$ cat config.mk
export PLATFORM = sky130hd
export DESIGN_NAME = oms_cordic
export DESIGN_NICKNAME = d
export VERILOG_FILES = /design/src/rtl/oms_pkg.sv /design/src/rtl/oms_cordic.sv
export SDC_FILE = /design/constraint.sdc
export NUM_CORES = 1
export LEC_CHECK = 0
export ABC_AREA = 0
export BUFFER_PORTS_ARGS = -buffer_cell sky130_fd_sc_hd__buf_2
export CAP_MARGIN = 10
export CELL_PAD_IN_SITES_DETAIL_PLACEMENT = 0
export CELL_PAD_IN_SITES_GLOBAL_PLACEMENT = 2
export CORE_MARGIN = 2
export CORE_UTILIZATION = 30
export CTS_BUF_LIST = sky130_fd_sc_hd__clkbuf_8
export CTS_CLUSTER_SIZE = 16
export DETAILED_ROUTE_END_ITERATION = 12
export GPL_TIMING_DRIVEN = 0
export PLACE_DENSITY_LB_ADDON = 0.1
export SETUP_SLACK_MARGIN = 0.1
export SYNTH_ARGS = -nofsm -noshare
export SYNTH_HDL_FRONTEND = slang
export SYNTH_SLANG_ARGS = --single-unit
$ cat constraint.sdc
create_clock -name clk -period 8 [get_ports clk]
set_input_delay 1.6 -clock clk [delete_from_list [all_inputs] [get_ports clk]]
set_output_delay 1.6 -clock clk [all_outputs]
set_load 0.05 [all_outputs]
$ cat src/rtl/oms_pkg.sv
// oms_pkg: shared widths, constants, tables and types for the orientation median smoother
// used by oms_cordic, oms_isqrt and orientation_median_smoother; no dependencies

package oms_pkg;

  localparam int WINDOW_DEF       = 5;
  localparam int CORDIC_STEPS_DEF = 14;

  localparam int Q_W     = 16;
  localparam int ACC_W   = 36;
  localparam int A_W     = 30;
  localparam int CW      = 40;
  localparam int ZW      = 20;
  localparam int TRIG_W  = 24;
  localparam int PAIR_W  = 48;
  localparam int OACC_W  = 64;
  localparam int MUL_W   = 33;
  localparam int SQ_W    = 58;
  localparam int ROOT_W  = 29;
  localparam int ISQ_CW  = 5;
  localparam int STEP_W  = 5;
  localparam int LO_W    = 24;
  localparam int OUT_SH  = 46;

  localparam longint ONE_Q28    = 64'sd268435456;
  localparam longint HALFPI_Q16 = 64'sd102944;
  localparam longint KINV_Q28   = 64'sd163008218;
  localparam int     PI_Q13     = 25736;
  localparam int     HALFPI_Q13 = 12868;
  localparam int     TWOPI_Q13  = 51472;
  localparam int     QLIM       = 16384;

  localparam logic [SQ_W-1:0] SQ_ONE = SQ_W'(1) << 56;

  localparam logic [STEP_W-1:0] PROD_LAST = 5'd9;
  localparam logic [STEP_W-1:0] QUAT_LAST = 5'd20;

  localparam logic [1:0] ANG_ROLL  = 2'd0;
  localparam logic [1:0] ANG_PITCH = 2'd1;
  localparam logic [1:0] ANG_YAW   = 2'd2;

  localparam logic [1:0] PR_SRCP = 2'd0;
  localparam logic [1:0] PR_CRSP = 2'd1;
  localparam logic [1:0] PR_CRCP = 2'd2;
  localparam logic [1:0] PR_SRSP = 2'd3;

  localparam logic [1:0] OQ_X = 2'd0;
  localparam logic [1:0] OQ_Y = 2'd1;
  localparam logic [1:0] OQ_Z = 2'd2;
  localparam logic [1:0] OQ_W = 2'd3;

  typedef enum logic [3:0] {
    ST_IDLE,
    ST_PROD,
    ST_SQUARE,
    ST_ROOT,
    ST_VEC,
    ST_MED,
    ST_ROT,
    ST_QUAT,
    ST_OUT
  } state_t;

  typedef enum logic {
    CM_VECTOR,
    CM_ROTATE
  } cordic_mode_t;

  typedef struct packed {
    logic         start;
    cordic_mode_t mode;
  } cordic_ctl_t;

  typedef struct packed {
    logic [1:0] pair;
    logic       use_sin;
    logic [1:0] dest;
    logic       neg;
  } term_t;

  function automatic logic signed [ZW-1:0] atan_q16(input logic [4:0] n);
    logic signed [ZW-1:0] v;
    unique case (n)
      5'd0:    v = 20'sd51472;
      5'd1:    v = 20'sd30386;
      5'd2:    v = 20'sd16055;
      5'd3:    v = 20'sd8150;
      5'd4:    v = 20'sd4091;
      5'd5:    v = 20'sd2047;
      5'd6:    v = 20'sd1024;
      5'd7:    v = 20'sd512;
      5'd8:    v = 20'sd256;
      5'd9:    v = 20'sd128;
      5'd10:   v = 20'sd64;
      5'd11:   v = 20'sd32;
      5'd12:   v = 20'sd16;
      5'd13:   v = 20'sd8;
      5'd14:   v = 20'sd4;
      5'd15:   v = 20'sd2;
      5'd16:   v = 20'sd1;
      default: v = 20'sd0;
    endcase
    return v;
  endfunction

  // pair product times cy or sy, summed into one quaternion component
  function automatic term_t term_of(input logic [2:0] j);
    term_t t;
    unique case (j)
      3'd0:    t = '{pair: PR_SRCP, use_sin: 1'b0, dest: OQ_X, neg: 1'b0};
      3'd1:    t = '{pair: PR_CRSP, use_sin: 1'b1, dest: OQ_X, neg: 1'b1};
      3'd2:    t = '{pair: PR_CRSP, use_sin: 1'b0, dest: OQ_Y, neg: 1'b0};
      3'd3:    t = '{pair: PR_SRCP, use_sin: 1'b1, dest: OQ_Y, neg: 1'b0};
      3'd4:    t = '{pair: PR_CRCP, use_sin: 1'b1, dest: OQ_Z, neg: 1'b0};
      3'd5:    t = '{pair: PR_SRSP, use_sin: 1'b0, dest: OQ_Z, neg: 1'b1};
      3'd6:    t = '{pair: PR_CRCP, use_sin: 1'b0, dest: OQ_W, neg: 1'b0};
      default: t = '{pair: PR_SRSP, use_sin: 1'b1, dest: OQ_W, neg: 1'b0};
    endcase
    return t;
  endfunction

endpackage

$ cat src/rtl/oms_cordic.sv
// oms_cordic: iterative cordic, one micro-rotation per cycle, vectoring or rotation mode
// depends on oms_pkg (widths, atan table, control struct)

module oms_cordic #(
  parameter int STEPS = oms_pkg::CORDIC_STEPS_DEF
) (
  input  logic                             clk,
  input  logic                             rst,
  input  oms_pkg::cordic_ctl_t             ctl,
  input  logic signed [oms_pkg::CW-1:0]    x_in,
  input  logic signed [oms_pkg::CW-1:0]    y_in,
  input  logic signed [oms_pkg::ZW-1:0]    z_in,
  output logic                             done,
  output logic signed [oms_pkg::CW-1:0]    x_out,
  output logic signed [oms_pkg::CW-1:0]    y_out,
  output logic signed [oms_pkg::ZW-1:0]    z_out
);

  localparam int CW = oms_pkg::CW;
  localparam int ZW = oms_pkg::ZW;
  localparam int NW = $clog2(STEPS);

  logic signed [CW-1:0] x, y, x_next, y_next, dx, dy;
  logic signed [ZW-1:0] z, z_next, at;
  logic [NW-1:0]        n;
  logic                 busy;
  logic                 plus;
  oms_pkg::cordic_mode_t mode;

  always_ff @(posedge clk) begin
    if (rst) begin
      busy <= 1'b0;
      done <= 1'b0;
    end else begin
      done <= 1'b0;
      if (ctl.start) begin
        busy <= 1'b1;
      end else if (busy && n == NW'(STEPS - 1)) begin
        busy <= 1'b0;
        done <= 1'b1;
      end
    end
  end

  always_ff @(posedge clk) begin
    if (ctl.start) begin
      mode <= ctl.mode;
      n    <= '0;
      if (ctl.mode == oms_pkg::CM_ROTATE) begin
        x <= CW'(oms_pkg::KINV_Q28);
        y <= '0;
        z <= z_in;
      end else if (x_in < 0) begin
        if (y_in >= 0) begin
          x <= y_in;
          y <= -x_in;
          z <= ZW'(oms_pkg::HALFPI_Q16);
        end else begin
          x <= -y_in;
          y <= x_in;
          z <= -ZW'(oms_pkg::HALFPI_Q16);
        end
      end else begin
        x <= x_in;
        y <= y_in;
        z <= '0;
      end
    end else if (busy) begin
      x <= x_next;
      y <= y_next;
      z <= z_next;
      n <= n + NW'(1);
    end
  end

  always_comb begin
    dx   = y >>> n;
    dy   = x >>> n;
    at   = oms_pkg::atan_q16(5'(n));
    plus = (mode == oms_pkg::CM_VECTOR) ? !y[CW-1] : z[ZW-1];
    if (plus) begin
      x_next = x + dx;
      y_next = y - dy;
      z_next = z + at;
    end else begin
      x_next = x - dx;
      y_next = y + dy;
      z_next = z - at;
    end
  end

  assign x_out = x;
  assign y_out = y;
  assign z_out = z;

endmodule

After elaboration in Yosys (flattened, before gate mapping):

Memories as Yosys holds them, arrays and structs flattened. A register that Yosys moved wholly into a read port is not among the register bits.
Cells that the tools add are included.

* flip-flop bits (word level): 107
* bits in read-only memories: 256
* input port bits: 104
* output and inout bits: 101
* word-level logic and storage cells: 51
* memories: 1

Memory list
* (name not given): depth 16, bits a word 16, rd ports 1, clocked after memory_dff 1, write ports 0, RTL line oms_pkg.sv:83 `unique case (n)`

* $add $sub $neg: 9
* $lt $le $gt $ge: 2
* equal/unequal tests: 1
* shift operators: 2
* mux-type cells: 24
* reduce and logical (&&, ||, !) cells: 5

Operators with widths (number)
* $mux 40: 12
* $mux 20: 6
* $add 40x40->40: 2
* $neg 40->40: 2
* $sshr 40x4->40: 2
* $sub 40x40->40: 2
* $ge 40x1->1 const B: 1
* $lt 40x1->1 const B: 1
* $add 20x20->20: 1
* $sub 20x20->20: 1
* $mux 4: 2
* $add 4x1->4 const B: 1
* $eq 4x4->1 const B: 1
* $mux 1: 4
* $reduce_bool 2->1: 2
* $reduce_or 2->1: 1
* $logic_and 1x1->1: 1
* $logic_not 1->1: 1

Longest topological paths before layout:

* depth after elaboration: 5
* mapped depth: 31

Worst setup path after synthesis:

No wires, ideal clock.

* path type: register to register
* start: register n[0]
* end: register y[37] (netlist: y_out[37]), data pin
* setup time: 0.271 ns
* arrival: 5.917 ns
* data required time: 7.729 ns
* path slack: 1.812 ns
* stages on the path, launching flop included: 31
* path buffers: 8
* clock period less this slack: 6.188 ns
* cell sequence: dfxtp_1 -> buf_2 -> buf_2 -> buf_2 -> buf_2 -> buf_2 -> buf_1 -> buf_2 -> buf_1 -> nand2_1 -> nand2_1 -> mux2i_1 -> ha_1 -> o2111ai_1 -> nor2_1 -> and2_1 -> a21oi_1 -> nor2_1 -> nand2_1 -> xor2_1 -> ha_1 -> nand3_1 -> a21oi_1 -> a211oi_1 -> a21boi_0 -> a211oi_1 -> o41ai_1 -> o21ai_0 -> a21oi_1 -> xor2_1 -> o22ai_1

* word-level cells in the longest chain between the ends: 5
* elaborated cells between the ends (all ways): 6
* those cells by class: add/sub: 2; shift: 1; mux: 3

RTL lines
* from (decl): RTL line oms_cordic.sv:25 `logic [NW-1:0] n;`
* from (signal assigned): RTL line oms_cordic.sv:72 `n <= n + NW'(1);`
* $sshr 40x4->40 *: RTL line oms_cordic.sv:78 `dy = x >>> n;`
* $add 40x40->40 or $sub 40x40->40 (tied branches): RTL line oms_cordic.sv:87, oms_cordic.sv:83
* $mux 40 *: RTL line oms_cordic.sv:81 `if (plus) begin`
* $mux 40 *: RTL line oms_cordic.sv:68 `end else if (busy) begin`
* $mux 40 *: RTL line oms_cordic.sv:46 `if (ctl.start) begin`
* to (signal assigned): RTL line oms_cordic.sv:56 `y <= -x_in;`
* to (signal assigned): RTL line oms_cordic.sv:65 `y <= y_in;`
* to (signal assigned): RTL line oms_cordic.sv:70 `y <= y_next;`
* to (decl): RTL line oms_cordic.sv:23 `logic signed [CW-1:0] x, y, x_next, y_next, dx, dy;`

Every way passes the cells marked *; elsewhere a longest branch is shown, timed or not. The select of a mux whose other input is x is not followed.
A chain may end at the register's enable or synchronous reset.

Final worst setup path:

* start: register n[2]
* end: register x[36] (netlist: x_out[36]), data pin

* word-level cells in the longest chain between the ends: 5
* elaborated cells between the ends (all ways): 6
* those cells by class: add/sub: 2; shift: 1; mux: 3

RTL lines
* $sshr 40x4->40 *: RTL line oms_cordic.sv:77 `dx = y >>> n;`
* $sub 40x40->40 or $add 40x40->40 (tied branches): RTL line oms_cordic.sv:86, oms_cordic.sv:82
* $mux 40 *: RTL line oms_cordic.sv:81
* $mux 40 *: RTL line oms_cordic.sv:68
* $mux 40 *: RTL line oms_cordic.sv:46
* to (signal assigned): RTL line oms_cordic.sv:50 `x <= CW'(oms_pkg::KINV_Q28);`
* to (signal assigned): RTL line oms_cordic.sv:55 `x <= y_in;`
* to (signal assigned): RTL line oms_cordic.sv:69 `x <= x_next;`
* to (decl): RTL line oms_cordic.sv:23

Marks and branches as above.

==> results.toml <==
[clocking]
cts_buffer_depth = 2
h-tree-depth = 4
clockRootBuffer = "clkbuf_8"
cts_tree = "yes"
clk_latency_ns = 0.54
clkSinkCount = 123
cts_hold_buf = 0
clk_pin_slew_ns = 0.09
cts_buffers = 17

[worst_setup_path]
worstPathArrival_ns = 7.99
worstPathRequired_ns = 8.26
critical_path_class = "register to register"
cp.buffers_inverters = 6
critical-path-max-stage-delay_ns = 0.49
critPathLaunchType = "register"
worstSetupEndpointType = "register"
crit_fanout = 19
slowest_stage = "buf_2"
cp_top_family = "simple AND/OR/NAND/NOR gates"
cpMostUsedCell = "buf_2"

[synthesis]
netlist_area_um2 = 19300
seq_area_frac_synth_pct = 18.0
syn_inst = 2309
synth_seq_cells = 123
syn-num-nets = 2532
yosys_warnings = 0
synthFlopType = "edfxtp_1"
avgSynthCellArea_um2 = 8.36
synth_edf_count = 101
synthArstFlopShare_pct = 0
synth.distinct_cells = 103

[timing]
rsz0062_at_grt = "false"
min_period_ns = 7.73
fmax_ghz = 0.129
slew_headroom_pct = 12.0
setup_viol = 0
tightestPinTransition_ns = 1.32
finalMaxSlewViolations = 0
finalHoldViolations = 0
period_share_pct = 96.7
fin_tns_setup_ns = 0
fin_skew_ns = 0.0191

[grt]
grt_pass1_vias = 19800
grt.overflow.total = 0
grt_usage_pct = 30.6
antenna_found_initial = 7
grt_pass1_wl_mm = 147
grt_max_degree = 42

[floorplanning]
io_pins = 205
initial_core_util_pct = 30.5
rows = 92
die_h_um = 258
fp.dieW_um = 258
dieArea_um2 = 66400
coreArea_um2 = 63300

[finish]
fillers = 6789
area_delta_synth_final_pct = 13.9
num-nets-final = 2753
final_common_cell = "nand2_1"
layout-drive-gt1-share_pct = 17.0
final_cell_mix = "nand2_1, a21oi_1, buf_2"

[route]
wl_mm = 104
antenna_left = 0
via_per_inst = 6.03
vias = 20500
drt-pass1-iter-count = 8
drt_iter0_drc = 2129
drc = 0
wl_per_cell_um = 30.7

[min_path]
hold_path.class = "register to register"

[flow_run]
max-cap-violations = 0

[placed_design]
portBuffers = 204
routabilityCongestion = 0.948
hpwl_mm = 85.5

[status]
outcome = "completed"
path summary, 6_finish.rpt:
| check | from | to | slack [ns] | cells after the start |
|---|---|---|---|---|
| max reg2reg | n[2]$_SDFFE_PP0P_ | x_out[36]$_DFFE_PP_ | 0.27 | 26 |
| min | busy$_SDFFE_PP0P_ | done$_SDFF_PP0_ | 0.63 | 2 |
| max | n[2]$_SDFFE_PP0P_ | x_out[36]$_DFFE_PP_ | 0.27 | 26 |
| min reg2reg | busy$_SDFFE_PP0P_ | done$_SDFF_PP0_ | 0.63 | 2 |
routing by layer:
layer / track usage [%] / up-vias / wire length [µm]
li1: - / 9173 / -
met1: 43.6 / 10200 / 47900
met2: 48.8 / 907 / 47100
met3: 2.74 / 137 / 6110
met4: 9.71 / 2 / 2990
met5: 0 / - / 8
stage by stage:
step / area (µm²) / std cells / setup WS [ns] / utilization (%) / hold WS, ns
finish: 22000 / 3390 / 0.266 / 34.7 / 0.631
detailed placement: 21400 / 3361 / -2.58 / 33.8 / 0.619
global route: 22000 / 3390 / 0.114 / 34.7 / 0.655
global placement: 21400 / 3359 / -2.65 / 33.8 / 0.612
floorplan: 19300 / 2309 / 1.81 / - / 0.565
CTS: 21900 / 3390 / 0.132 / 34.6 / 0.633
repair_timing:
action                                  in CTS  in global routing
endpoints found under the setup margin      61                 19
buffers inserted                             1                  0
pin swaps                                    2                  0
resized for setup                           47                 16
synth_stat cells, types with 23 or more instances:
master	instances	area share, %
ha_1	116	7.5
o21ai_0	152	3.9
nor3_1	32	0.83
a31oi_1	26	0.84
xnor2_1	143	6.5
edfxtp_1	101	16
mux2i_1	96	5.0
buf_1	25	0.49
mux4_2	47	5.5
a21oi_1	227	5.9
mux2_2	43	2.5
nand2_1	228	4.4
nor2_1	172	3.3
mux4_1	25	3.4
o22ai_1	64	2.1
inv_1	49	0.95
o211ai_1	25	0.97
or3_1	23	0.75
clkbuf_1	76	1.5
a21o_1	63	2.5
xor2_1	107	4.9
nand3_1	42	1.1
logic make-up (layout without fill, tap and decap cells):
logic type	count (synthesis)	in the layout	synth area share [%]
AOI/OAI and AO/OA	734	734	23.9
xor gates and xnor gates	250	250	11.3
adders and majority gates	119	119	7.83
buffers and inverters	190	424	4.98
DFF	123	123	18.0
muxes	219	219	16.9
other	0	1	0
and+or+nand+nor	674	674	17.0
layout make-up:
cell class	count	area [µm²]	area share (%)
clock buffer	17	234	1.06
multi-input combinational	1996	15000	68.1
antenna	1	2.50	0.0114
timing repair buffer	207	1070	4.86
inverter	53	200	0.911
clock inverter	15	181	0.826
sequential	123	3470	15.8
buffer	132	795	3.62
tap	846	1060	4.82
state kept, by name (all words and copies together) (netlist names):
name and count:
x_out 40, y_out 40, done 1, mode 1
busy 1, n 4, z_out 20, at 16
worst min-delay path: cells and delay by family (launching register included):
family                 cells  cell delay (ns)
buffers and inverters      1             0.14
flip-flops                 1             0.32
AND/OR/NAND/NOR            1             0.14
Power is not shown: default switching activity piles up to over one toggle a cycle in this logic, so the estimate is an artifact.
