File: src/rtl/oms_pkg.sv
// oms_pkg: shared widths, constants, tables and types for the orientation median smoother
// used by oms_cordic, oms_isqrt and orientation_median_smoother; no dependencies

package oms_pkg;

  localparam int WINDOW_DEF       = 5;
  localparam int CORDIC_STEPS_DEF = 14;

  localparam int Q_W     = 16;
  localparam int ACC_W   = 36;
  localparam int A_W     = 30;
  localparam int CW      = 40;
  localparam int ZW      = 20;
  localparam int TRIG_W  = 24;
  localparam int PAIR_W  = 48;
  localparam int OACC_W  = 64;
  localparam int MUL_W   = 33;
  localparam int SQ_W    = 58;
  localparam int ROOT_W  = 29;
  localparam int ISQ_CW  = 5;
  localparam int STEP_W  = 5;
  localparam int LO_W    = 24;
  localparam int OUT_SH  = 46;

  localparam longint ONE_Q28    = 64'sd268435456;
  localparam longint HALFPI_Q16 = 64'sd102944;
  localparam longint KINV_Q28   = 64'sd163008218;
  localparam int     PI_Q13     = 25736;
  localparam int     HALFPI_Q13 = 12868;
  localparam int     TWOPI_Q13  = 51472;
  localparam int     QLIM       = 16384;

  localparam logic [SQ_W-1:0] SQ_ONE = SQ_W'(1) << 56;

  localparam logic [STEP_W-1:0] PROD_LAST = 5'd9;
  localparam logic [STEP_W-1:0] QUAT_LAST = 5'd20;

  localparam logic [1:0] ANG_ROLL  = 2'd0;
  localparam logic [1:0] ANG_PITCH = 2'd1;
  localparam logic [1:0] ANG_YAW   = 2'd2;

  localparam logic [1:0] PR_SRCP = 2'd0;
  localparam logic [1:0] PR_CRSP = 2'd1;
  localparam logic [1:0] PR_CRCP = 2'd2;
  localparam logic [1:0] PR_SRSP = 2'd3;

  localparam logic [1:0] OQ_X = 2'd0;
  localparam logic [1:0] OQ_Y = 2'd1;
  localparam logic [1:0] OQ_Z = 2'd2;
  localparam logic [1:0] OQ_W = 2'd3;

  typedef enum logic [3:0] {
    ST_IDLE,
    ST_PROD,
    ST_SQUARE,
    ST_ROOT,
    ST_VEC,
    ST_MED,
    ST_ROT,
    ST_QUAT,
    ST_OUT
  } state_t;

  typedef enum logic {
    CM_VECTOR,
    CM_ROTATE
  } cordic_mode_t;

  typedef struct packed {
    logic         start;
    cordic_mode_t mode;
  } cordic_ctl_t;

  typedef struct packed {
    logic [1:0] pair;
    logic       use_sin;
    logic [1:0] dest;
    logic       neg;
  } term_t;

  function automatic logic signed [ZW-1:0] atan_q16(input logic [4:0] n);
    logic signed [ZW-1:0] v;
    unique case (n)
      5'd0:    v = 20'sd51472;
      5'd1:    v = 20'sd30386;
      5'd2:    v = 20'sd16055;
      5'd3:    v = 20'sd8150;
      5'd4:    v = 20'sd4091;
      5'd5:    v = 20'sd2047;
      5'd6:    v = 20'sd1024;
      5'd7:    v = 20'sd512;
      5'd8:    v = 20'sd256;
      5'd9:    v = 20'sd128;
      5'd10:   v = 20'sd64;
      5'd11:   v = 20'sd32;
      5'd12:   v = 20'sd16;
      5'd13:   v = 20'sd8;
      5'd14:   v = 20'sd4;
      5'd15:   v = 20'sd2;
      5'd16:   v = 20'sd1;
      default: v = 20'sd0;
    endcase
    return v;
  endfunction

  // pair product times cy or sy, summed into one quaternion component
  function automatic term_t term_of(input logic [2:0] j);
    term_t t;
    unique case (j)
      3'd0:    t = '{pair: PR_SRCP, use_sin: 1'b0, dest: OQ_X, neg: 1'b0};
      3'd1:    t = '{pair: PR_CRSP, use_sin: 1'b1, dest: OQ_X, neg: 1'b1};
      3'd2:    t = '{pair: PR_CRSP, use_sin: 1'b0, dest: OQ_Y, neg: 1'b0};
      3'd3:    t = '{pair: PR_SRCP, use_sin: 1'b1, dest: OQ_Y, neg: 1'b0};
      3'd4:    t = '{pair: PR_CRCP, use_sin: 1'b1, dest: OQ_Z, neg: 1'b0};
      3'd5:    t = '{pair: PR_SRSP, use_sin: 1'b0, dest: OQ_Z, neg: 1'b1};
      3'd6:    t = '{pair: PR_CRCP, use_sin: 1'b0, dest: OQ_W, neg: 1'b0};
      default: t = '{pair: PR_SRSP, use_sin: 1'b1, dest: OQ_W, neg: 1'b0};
    endcase
    return t;
  endfunction

endpackage

File: src/rtl/oms_isqrt.sv
// oms_isqrt: bit-serial integer square root, one result bit per cycle
// depends on oms_pkg (widths)

module oms_isqrt (
  input  logic                          clk,
  input  logic                          rst,
  input  logic                          start,
  input  logic [oms_pkg::SQ_W-1:0]      n_in,
  output logic                          done,
  output logic [oms_pkg::ROOT_W-1:0]    root
);

  localparam int SQ_W = oms_pkg::SQ_W;

  logic [SQ_W-1:0]           rem, res, bitv;
  logic [SQ_W:0]             trial;
  logic [oms_pkg::ISQ_CW-1:0] cnt;
  logic                      busy;

  assign trial = {1'b0, res} + {1'b0, bitv};

  always_ff @(posedge clk) begin
    if (rst) begin
      busy <= 1'b0;
      done <= 1'b0;
    end else begin
      done <= 1'b0;
      if (start) begin
        busy <= 1'b1;
      end else if (busy && cnt == oms_pkg::ISQ_CW'(oms_pkg::ROOT_W - 1)) begin
        busy <= 1'b0;
        done <= 1'b1;
      end
    end
  end

  always_ff @(posedge clk) begin
    if (start) begin
      rem  <= n_in;
      res  <= '0;
      bitv <= oms_pkg::SQ_ONE;
      cnt  <= '0;
    end else if (busy) begin
      if ({1'b0, rem} >= trial) begin
        rem <= rem - trial[SQ_W-1:0];
        res <= (res >> 1) + bitv;
      end else begin
        res <= res >> 1;
      end
      bitv <= bitv >> 2;
      cnt  <= cnt + oms_pkg::ISQ_CW'(1);
    end
  end

  assign root = res[oms_pkg::ROOT_W-1:0];

endmodule

File: config.mk
export PLATFORM = sky130hd
export DESIGN_NAME = oms_isqrt
export DESIGN_NICKNAME = d
export VERILOG_FILES = /design/src/rtl/oms_pkg.sv /design/src/rtl/oms_isqrt.sv
export SDC_FILE = /design/constraint.sdc
export NUM_CORES = 1
export LEC_CHECK = 0
export BUFFER_PORTS_ARGS = -buffer_cell sky130_fd_sc_hd__clkbuf_2
export CAP_MARGIN = 20
export CELL_PAD_IN_SITES_DETAIL_PLACEMENT = 1
export CELL_PAD_IN_SITES_GLOBAL_PLACEMENT = 1
export CORE_ASPECT_RATIO = 1.25
export CORE_MARGIN = 5
export CORE_UTILIZATION = 47
export CTS_CLUSTER_DIAMETER = 30
export DETAILED_ROUTE_END_ITERATION = 16
export PLACE_DENSITY = 0.92
export SYNTH_ARGS = -nofsm -noshare
export SYNTH_HDL_FRONTEND = slang
export SYNTH_SLANG_ARGS = --single-unit
File: constraint.sdc
create_clock -name clk -period 12.8 [get_ports clk]
set_clock_uncertainty 0.2 [all_clocks]
set_input_delay 2.56 -clock clk [delete_from_list [all_inputs] [get_ports clk]]
set_output_delay 2.56 -clock clk [all_outputs]
set_load 0.01 [all_outputs]
=== Word level (Yosys, flattened, before mapping) ===
Index checks and enable logic that the tools add are counted.

* Flip-flop bits (word level): 152
* Input port bits: 61
* Output and inout bits: 30

* Add/sub/neg operators: 4
* Magnitude comparators: 1
* Equal/unequal tests: 1
* Multiplexer cells: 7
* Reduce and logical (&&, ||, !) cells: 6

{| class="wikitable"
|+ Operator list
! kind !! count
|-
| two-way mux 58 bit || 4
|-
| adder 58 x 57 -> 59 bit || 1
|-
| greater-or-equal comparator 58 x 59 -> 1 bit || 1
|-
| adder 57 x 57 -> 58 bit || 1
|-
| subtractor 58 bit || 1
|-
| nonzero test 2 bit || 3
|-
| adder 5 x 1 -> 5 bit, second input constant || 1
|-
| equality test 5 bit, second input constant || 1
|-
| two-way mux 1 bit || 3
|-
| AND reduction 2 bit || 1
|-
| OR reduction 2 bit || 1
|-
| logical AND 1 bit || 1
|}

=== Logic depth before layout (Yosys ltp) ===
Gate-level depths: netlist of run 1.

* Depth in word-level cells: 5
* Depth in mapped cells: 27
* Depth with buffers taken out: 23

=== Worst setup path after synthesis of run 1 ===
No wires, ideal clock.

* Path kind: register -> register
* Start: register res[0]
* End: register rem[0] (enable)
* Setup time: 554 ps
* Arrival: 9036 ps
* Required time: 12046 ps
* Slack: 3010 ps
* Stages on the path, launching flop included: 26
* Period minus slack after synthesis: 9790 ps
* Cell sequence: dfxtp_1 -> ha_1 -> ha_1 -> a21oi_2 -> o21ai_1 -> a221o_2 -> a211o_1 -> a32o_1 -> a21o_1 -> a311o_1 -> a211oi_1 -> nor3b_1 -> xnor2_1 -> ha_1 -> clkbuf_1 -> nand4_1 -> nor4b_1 -> nand3_1 -> o21ai_0 -> a311oi_1 -> a21boi_1 -> or3_1 -> buf_6 -> buf_6 -> buf_2 -> o21ai_0

* Cells in the longest elaborated chain, start to end: 4

{| class="wikitable"
|+ Ends and longest elaborated chain
! element !! RTL line !! text
|-
| from (decl) || oms_isqrt.sv:15 || <nowiki>logic [SQ_W-1:0] rem, res, bitv;</nowiki>
|-
| from (signal assigned) || oms_isqrt.sv:46 || <nowiki>res <= (res >> 1) + bitv;</nowiki>
|-
| from (signal assigned) || oms_isqrt.sv:48 || <nowiki>res <= res >> 1;</nowiki>
|-
| adder 58 x 57 -> 59 bit || oms_isqrt.sv:20 || <nowiki>assign trial = {1'b0, res} + {1'b0, bitv};</nowiki>
|-
| greater-or-equal comparator 58 x 59 -> 1 bit || oms_isqrt.sv:44 || <nowiki>if ({1'b0, rem} >= trial) begin</nowiki>
|-
| nonzero test 2 bit (no line) || n/a ||
|-
| AND reduction 2 bit (no line) || n/a ||
|-
| to (signal assigned) || oms_isqrt.sv:39 || <nowiki>rem <= n_in;</nowiki>
|-
| to (signal assigned) || oms_isqrt.sv:45 || <nowiki>rem <= rem - trial[SQ_W-1:0];</nowiki>
|-
| to (decl) || oms_isqrt.sv:15 ||
|}

No other way between the ends.
A chain may end at the register's enable or synchronous reset.

=== Worst setup path after layout of run 1 ===
* Start: register res[4]
* End: register rem[22] (enable)

The elaborated chain is that of the path after synthesis.

==> run_results.csv, run 1 <==
group,metric,value,unit
global_routing,track_usage,0.2802,
final_layout,design_area,0.01490,mm^2
floorplanning,initial_core_util,0.4754,
synth,yosys.area.top_type,"dfxtp_1",
timing,finalHoldViolCount,0,
synth,synth_ff_type,"dfxtp_1",
global_routing,grt_pass1_wl,75270,um
synth,ys_seq_area_frac,0.2613,
routing,drc,0,
floorplanning,ios,91,
clock_network,clock_path_buffers,2,
routing,antenna_left,0,
floorplanning,die_area,0.03306,mm^2
floorplanning,rows,70,
clock_network,clock_latency,450,ps
clock_network,cts_resized,0,
clock_network,cts_tree,"done",
timing,max_freq,135.8,MHz
synth,yosysMostFrequentCell,"nand2_1",
floorplanning,core-area,0.02917,mm^2
floorplanning,die_height,202.0,um
global_routing,grt_max_degree,69,
synth,synth_area,0.01386,mm^2
synth,synth_cell_types,84,
pwr,leakagePower,5.902,nW
place,hpwl,34860,um
timing,drv_slew,0,
worst_setup_path,r2r_cells,23,
final_layout,fin_cells,2159,
place,globalplace.congestion,0.9218,
place,pre_cts_slack,5598,ps
synth,ys_ff_latch,152,
pwr,finalPower,2.937,mW
place,dp.cells,2128,
global_routing,antenna_found_initial,0,
clock_network,post_cts_buffers,0,
timing,max-slew-margin-rel,0.2373,
routing,drt-initial-drc-count,1118,
place,numPortBuffers,90,
synth,synthTopCellsByCount,"210 x nand2_1, 166 x nor2_1, 138 x o21ai_0",
worst_setup_path,worst-setup-path-type,"reg -> reg",
clock_network,root_buffer,"clkbuf_16",
synth,synth_edf_count,58,
routing,drt-wirelength-per-cell,21.81,um
final_layout,final_nets,1933,
synth,synthArstFlopShare,0,
clock_network,htreeDepth,4,
worst_setup_path,end_kind,"flip-flop",
run_status,status,"completed",
final_layout,diodes,0,
final_layout,fin_util,0.5110,
run,maxCapViolations,0,
timing,worst_pin_slew,1143,ps
timing,whs,309.2,ps
timing,finalSetupViolCount,0,
pwr,p_per_area,197.1,mW/mm^2
floorplanning,die_w,163.6,um
synth,yosys_warnings,0,
worst_setup_path,critPathMaxFanout,58,
pwr,ir_worst_vdd,0.0001473,V
clock_network,cts_hold_buf,0,
timing,rsz0062_at_grt,"false",
global_routing,grt_pass1_vias,14420,
global_routing,overflow,0,
timing,period_needed,7365,ps
worst_setup_path,worst-endpoint-required,12670,ps
synth,synth.top_cell.area_share,0.1357,
timing,timing.setup.tns,0,ps
clock_network,cts_buffers,17,
routing,viasPerCell,6.390,
place,postPlaceCellArea,0.01433,mm^2
worst_setup_path,cp.arrival,7230,ps
synth,syn_nets,1929,
synth,yosys-top-cells-area,"dfxtp_1 14%, edfxtp_1 13%, ha_1 11%",
worst_setup_path,startpoint_type,"flip-flop",
synth,syn_area_per_cell,7.936,um^2
timing,setup_ws,5435,ps
timing,period_share,0.5754,
synth,syn_inst,1747,
hold_path,hold_path.class,"reg -> reg",
routing,wirelength,47080,um
clock_network,cts_sinks,152,
routing,num_vias,13800,
final_layout,drive_gt1_frac,0.1010,
clock_network,clk_pin_slew,70,ps
final_layout,area_growth,7.490,%
hold_path,hold_depth,2,
routing,firstDrtPassIters,5,
[cells by family (layout without fill, tap and decap cells)]
group                    Yosys count  count (layout)  synth area share
AO/OA/AOI/OAI                    539             539            0.2569
XOR/XNOR                         136             136           0.08591
adder cells (fa/ha/maj)          121             121            0.1097
AND/OR/NAND/NOR                  599             599            0.2001
buffers and inverters            156             172           0.05370
multiplexers                      44              44           0.03231
flip-flops                       152             152            0.2613
[layer usage]
| metal | up-vias | global-route usage | wire length [um] |
|---|---|---|---|
| met3 | 135 | 0.03671 | 2325 |
| met4 | 0 | 0.1343 | 2274 |
| met1 | 6715 | 0.3486 | 19870 |
| met2 | 470 | 0.4762 | 22610 |
| met5 | - | 0 | 0 |
| li1 | 6477 | - | - |
[worst paths after layout]
kind	slack, ps	start	endpoint
setup / recovery	5440	res[4]$_SDFFE_PP0P_	rem[22]$_DFFE_PP_
hold / removal	310	cnt[4]$_SDFFE_PP0P_	done$_SDFF_PP0_
setup reg to reg	5440	res[4]$_SDFFE_PP0P_	rem[22]$_DFFE_PP_
hold reg to reg	310	cnt[4]$_SDFFE_PP0P_	done$_SDFF_PP0_
[area by class of cell]
| type | instances | area [um^2] |
|---|---|---|
| Tap cell | 396 | 495.5 |
| Inverter | 41 | 153.9 |
| Clock inverter | 12 | 111.4 |
| Timing Repair Buffer | 100 | 531.8 |
| Fill cell | 3610 | 14260 |
| Multi-Input combinational cell | 1439 | 9519 |
| Clock buffer | 19 | 464.2 |
| Sequential cell | 152 | 3627 |
[report_power, final]
part           internal [mW]  switching, mW  total, mW  leakage (nW)
Clock                  0.286          0.231      0.517         0.279
Combinational          0.608           1.06       1.67          4.27
Sequential             0.654          0.101      0.754          1.35
[flip-flops by register name, summed over array words and instances, names as in the netlist]
| register | flops |
|---|---|
| busy | 1 |
| done | 1 |
| cnt | 5 |
| bitv | 29 |
| rem | 58 |
| res | 58 |
[worst max-delay path: stages (launching register included)]
cell      delay [ps]
dfxtp_1          540
ha_1             370
a211oi_1         290
a211oi_1         150
a221oi_1         530
o31ai_1          190
a21oi_1          340
nor2_1           140
a31oi_1          270
inv_1             90
a31oi_1          210
xor2_1           120
ha_1             470
nand3_1          170
nor4_1           470
nand4_1          160
o21ai_0          200
a311oi_1          70
a21boi_1         140
buf_4            230
or3_1            360
buf_4            330
o21ai_4          210
buf_4            670
[cell usage in the layout, fill, tap and decap left out, types with 39 or more instances in the layout]
master,Yosys,routed
a21oi_1,110,110
a31oi_1,52,52
clkbuf_2,1,89
dfxtp_1,94,93
edfxtp_1,58,58
ha_1,120,120
inv_1,39,39
nand2_1,210,210
nand3_1,51,51
nor2_1,166,164
o21ai_0,138,137
xnor2_1,64,64
xor2_1,72,72
Power figures use the tool's default switching activity.
==> run 2, diff against run 1 <==
--- a/config.mk
+++ b/config.mk
@@ -11,10 +11,10 @@
 export CELL_PAD_IN_SITES_GLOBAL_PLACEMENT = 1
 export CORE_ASPECT_RATIO = 1.25
 export CORE_MARGIN = 5
-export CORE_UTILIZATION = 47
+export CORE_UTILIZATION = 42
 export CTS_CLUSTER_DIAMETER = 30
 export DETAILED_ROUTE_END_ITERATION = 16
-export PLACE_DENSITY = 0.92
+export PLACE_DENSITY = 0.87
 export SYNTH_ARGS = -nofsm -noshare
 export SYNTH_HDL_FRONTEND = slang
 export SYNTH_SLANG_ARGS = --single-unit
==> constraint.sdc (replaced) <==
create_clock -name clk -period 6.2 [get_ports clk]
set_clock_uncertainty 0.2 [all_clocks]
set_input_delay 1.24 -clock clk [delete_from_list [all_inputs] [get_ports clk]]
set_output_delay 1.24 -clock clk [all_outputs]
set_load 0.01 [all_outputs]
==> run 2 against run 1 <==
Compared with the run above: clock power rose by 100%; die area rose by 11%; combinational power rose by 120%; first-iteration DRC count fell by 20%; count of clock-buffer cells in the layout rose by 4; total power rose by 110%; wire length rose by 1.6%; via count rose by 1.8%; flip-flop and latch count did not move; critical endpoint is now res[54]$_SDFFE_PP0P_.
==> run_results.csv, run 2 (synthesized netlist as in run 1, its figures left out) <==
group,metric,value,unit
floorplanning,rows,74,
timing,period_needed,6056,ps
worst_setup_path,worst-setup-path-type,"reg -> reg",
hold_path,hold_path.class,"reg -> reg",
final_layout,drive_gt1_frac,0.1364,
routing,drt-wirelength-per-cell,21.52,um
final_layout,area_growth,11.71,%
routing,wirelength,47820,um
pwr,ir_worst_vdd,0.0002405,V
routing,drc,0,
global_routing,overflow,0,
worst_setup_path,r2r_cells,22,
worst_setup_path,worst-endpoint-required,6350,ps
final_layout,nFillCells,3995,
routing,antenna_left,0,
clock_network,clock_latency,470,ps
timing,timing.setup.tns,0,ps
global_routing,grt.busiest_layer,"met2",
final_layout,mostFrequentLayoutCells,"210 x nand2_1, 165 x nor2_1, 136 x o21ai_0, 112 x ha_1, 109 x a21oi_1",
worst_setup_path,critical_path.max_stage_delay,510,ps
clock_network,clk_pin_slew,70,ps
timing,max-slew-margin-rel,0.3185,
global_routing,antenna_found_initial,0,
routing,num_vias,14050,
worst_setup_path,startpoint_type,"flip-flop",
worst_setup_path,critPathBufInv,1,
timing,finalSetupViolCount,0,
worst_setup_path,cp_slowest_cell,"or4_1",
clock_network,clock_path_buffers,2,
worst_setup_path,end_kind,"flip-flop",
clock_network,cts_tree,"done",
global_routing,globalRouteMet1Util,0.3125,
floorplanning,initial_core_util,0.4242,
clock_network,htreeDepth,4,
place,hpwl,36090,um
worst_setup_path,ff2ff_setup_slack,140,ps
worst_setup_path,crit_start,"res[10]$_SDFFE_PP0P_",
timing,period_share,0.9768,
global_routing,grt_pass1_vias,14390,
routing,drt-initial-drc-count,899,
final_layout,design_area,0.01549,mm^2
floorplanning,ios,91,
routing,firstDrtPassIters,7,
final_layout,final_common_cell,"nand2_1",
global_routing,grtUsageMet3,0.02461,
floorplanning,core-area,0.03268,mm^2
worst_setup_path,reg2reg_from,"res[10]$_SDFFE_PP0P_",
pwr,p_per_area,404.0,mW/mm^2
global_routing,track_usage,0.2521,
worst_setup_path,cp_top_family,"compound AO/OA/AOI/OAI gates",
final_layout,largestRegisters,"rem: 58 flops, res: 58 flops, bitv: 29 flops",
clock_network,root_buffer,"clkbuf_16",
final_layout,final_nets,1974,
pwr,leakagePower,6.147,nW
timing,worst_pin_slew,1021,ps
floorplanning,die_height,213.1,um
routing,viasPerCell,6.323,
global_routing,grt_max_degree,75,
clock_network,cts_buffers,17,
worst_setup_path,worstSetupPathDepth,22,
worst_setup_path,cp.arrival,6210,ps
timing,max_freq,165.1,MHz
clock_network,cts_hold_buf,0,
worst_setup_path,worstSetupEndpoint,"res[54]$_SDFFE_PP0P_",
worst_setup_path,crit_path_cell_trace,"ha_4, a31oi_1, o21bai_1, a221o_2, a211o_1, a32o_1, a21o_1, a311o_1, a211oi_2, nor3b_1, xnor2_1, ha_1, nand4_1, nor4b_2, nand3_1, o21ai_1, a311oi_1, a21boi_2, or3_2, buf_4, or4_1, o311a_1",
place,globalplace.congestion,0.9635,
timing,finalHoldViolCount,0,
final_layout,diodes,0,
floorplanning,die_w,172.5,um
global_routing,met2_usage,0.4350,
place,numPortBuffers,90,
place,postPlaceCellArea,0.01480,mm^2
worst_setup_path,critPathMaxFanout,14,
clock_network,cts_sinks,152,
worst_setup_path,r2r_end,"res[54]$_SDFFE_PP0P_",
run,maxCapViolations,0,
run_status,status,"completed",
global_routing,grt_pass1_wl,76150,um
floorplanning,die_area,0.03677,mm^2
timing,drv_slew,0,
-- run 2: cell types whose count changed in the layout (fill, tap and decap cells not counted), sizes merged --
cell and delta:
clkinv +3, clkinvlp -2, inv -4, buf +41
clkbuf +4, bufinv -1
-- run 2: final cells by class --
cell class              instances  area [um^2]  area share
clock inverters                 8        60.06    0.003878
inverters                      41        153.9    0.009937
clock buffers                  23        510.5     0.03296
multi-input cells            1439         9678      0.6249
repair buffers                141        922.1     0.05954
flip-flops and latches        152         3640      0.2350
well taps                     418        523.0     0.03377
-- run 2: where the power goes --
part | switching [mW] | leakage, nW | internal (mW) | total (mW)
Clock | 0.472 | 0.281 | 0.581 | 1.05
Sequential | 0.176 | 1.35 | 1.35 | 1.53
Combinational | 2.29 | 4.51 | 1.39 | 3.68
-- run 2: worst min path at each step --
stage,startpoint,endpoint,cells past startpoint,slack (ps)
finish,cnt[4]$_SDFFE_PP0P_,done$_SDFF_PP0_,2,310
global route,cnt[4]$_SDFFE_PP0P_,done$_SDFF_PP0_,2,350
CTS,cnt[4]$_SDFFE_PP0P_,done$_SDFF_PP0_,2,320
detailed placement,cnt[4]$_SDFFE_PP0P_,done$_SDFF_PP0_,2,300
global placement,res[0]$_SDFFE_PP0P_,res[0]$_SDFFE_PP0P_,2,280
floorplan,cnt[4]$_SDFFE_PP0P_,done$_SDFF_PP0_,2,270
-- run 2: routing by layer --
metal,vias up,wire (um)
li1,6575,-
met1,6876,20350
met2,458,22840
met3,141,2129
met4,0,2492
met5,-,0
-- run 2: worst reg2reg max path: stages, from the launching register on --
cell and delay (ps):
dfxtp_4 380, ha_4 250, a31oi_1 230, o21bai_1 140, a221o_2 480, a211o_1 280, a32o_1 260, a21o_1 200
a311o_1 330, a211oi_2 250, nor3b_1 90, xnor2_1 140, ha_1 300, nand4_1 190, nor4b_2 320, nand3_1 120
o21ai_1 160, a311oi_1 60, a21boi_2 180, or3_2 500, buf_4 230, or4_1 520, o311a_1 130
-- run 2: metrics by stage --
stage	setup WS [ps]	cells	total power, mW	hold WS [ps]	util
global route	-91.00	2222	6.646	350.5	0.4739
detailed placement	-228.6	2187	5.061	301.7	0.4528
CTS	18.27	2219	6.173	315.0	0.4716
floorplan	-15.89	1747	4.093	265.3	-
global placement	-133.6	2187	4.919	284.1	0.4528
finish	143.8	2222	6.257	310.0	0.4739
-- run 2: timing repair --
| action | CTS | global route |
|---|---|---|
| endpoints found under the setup margin | 80 | 84 |
| endpoints found under the hold margin | 0 | 0 |
| setup buffers | 1 | 3 |
| pin swaps | 1 | 4 |
| resized for setup | 4 | 13 |
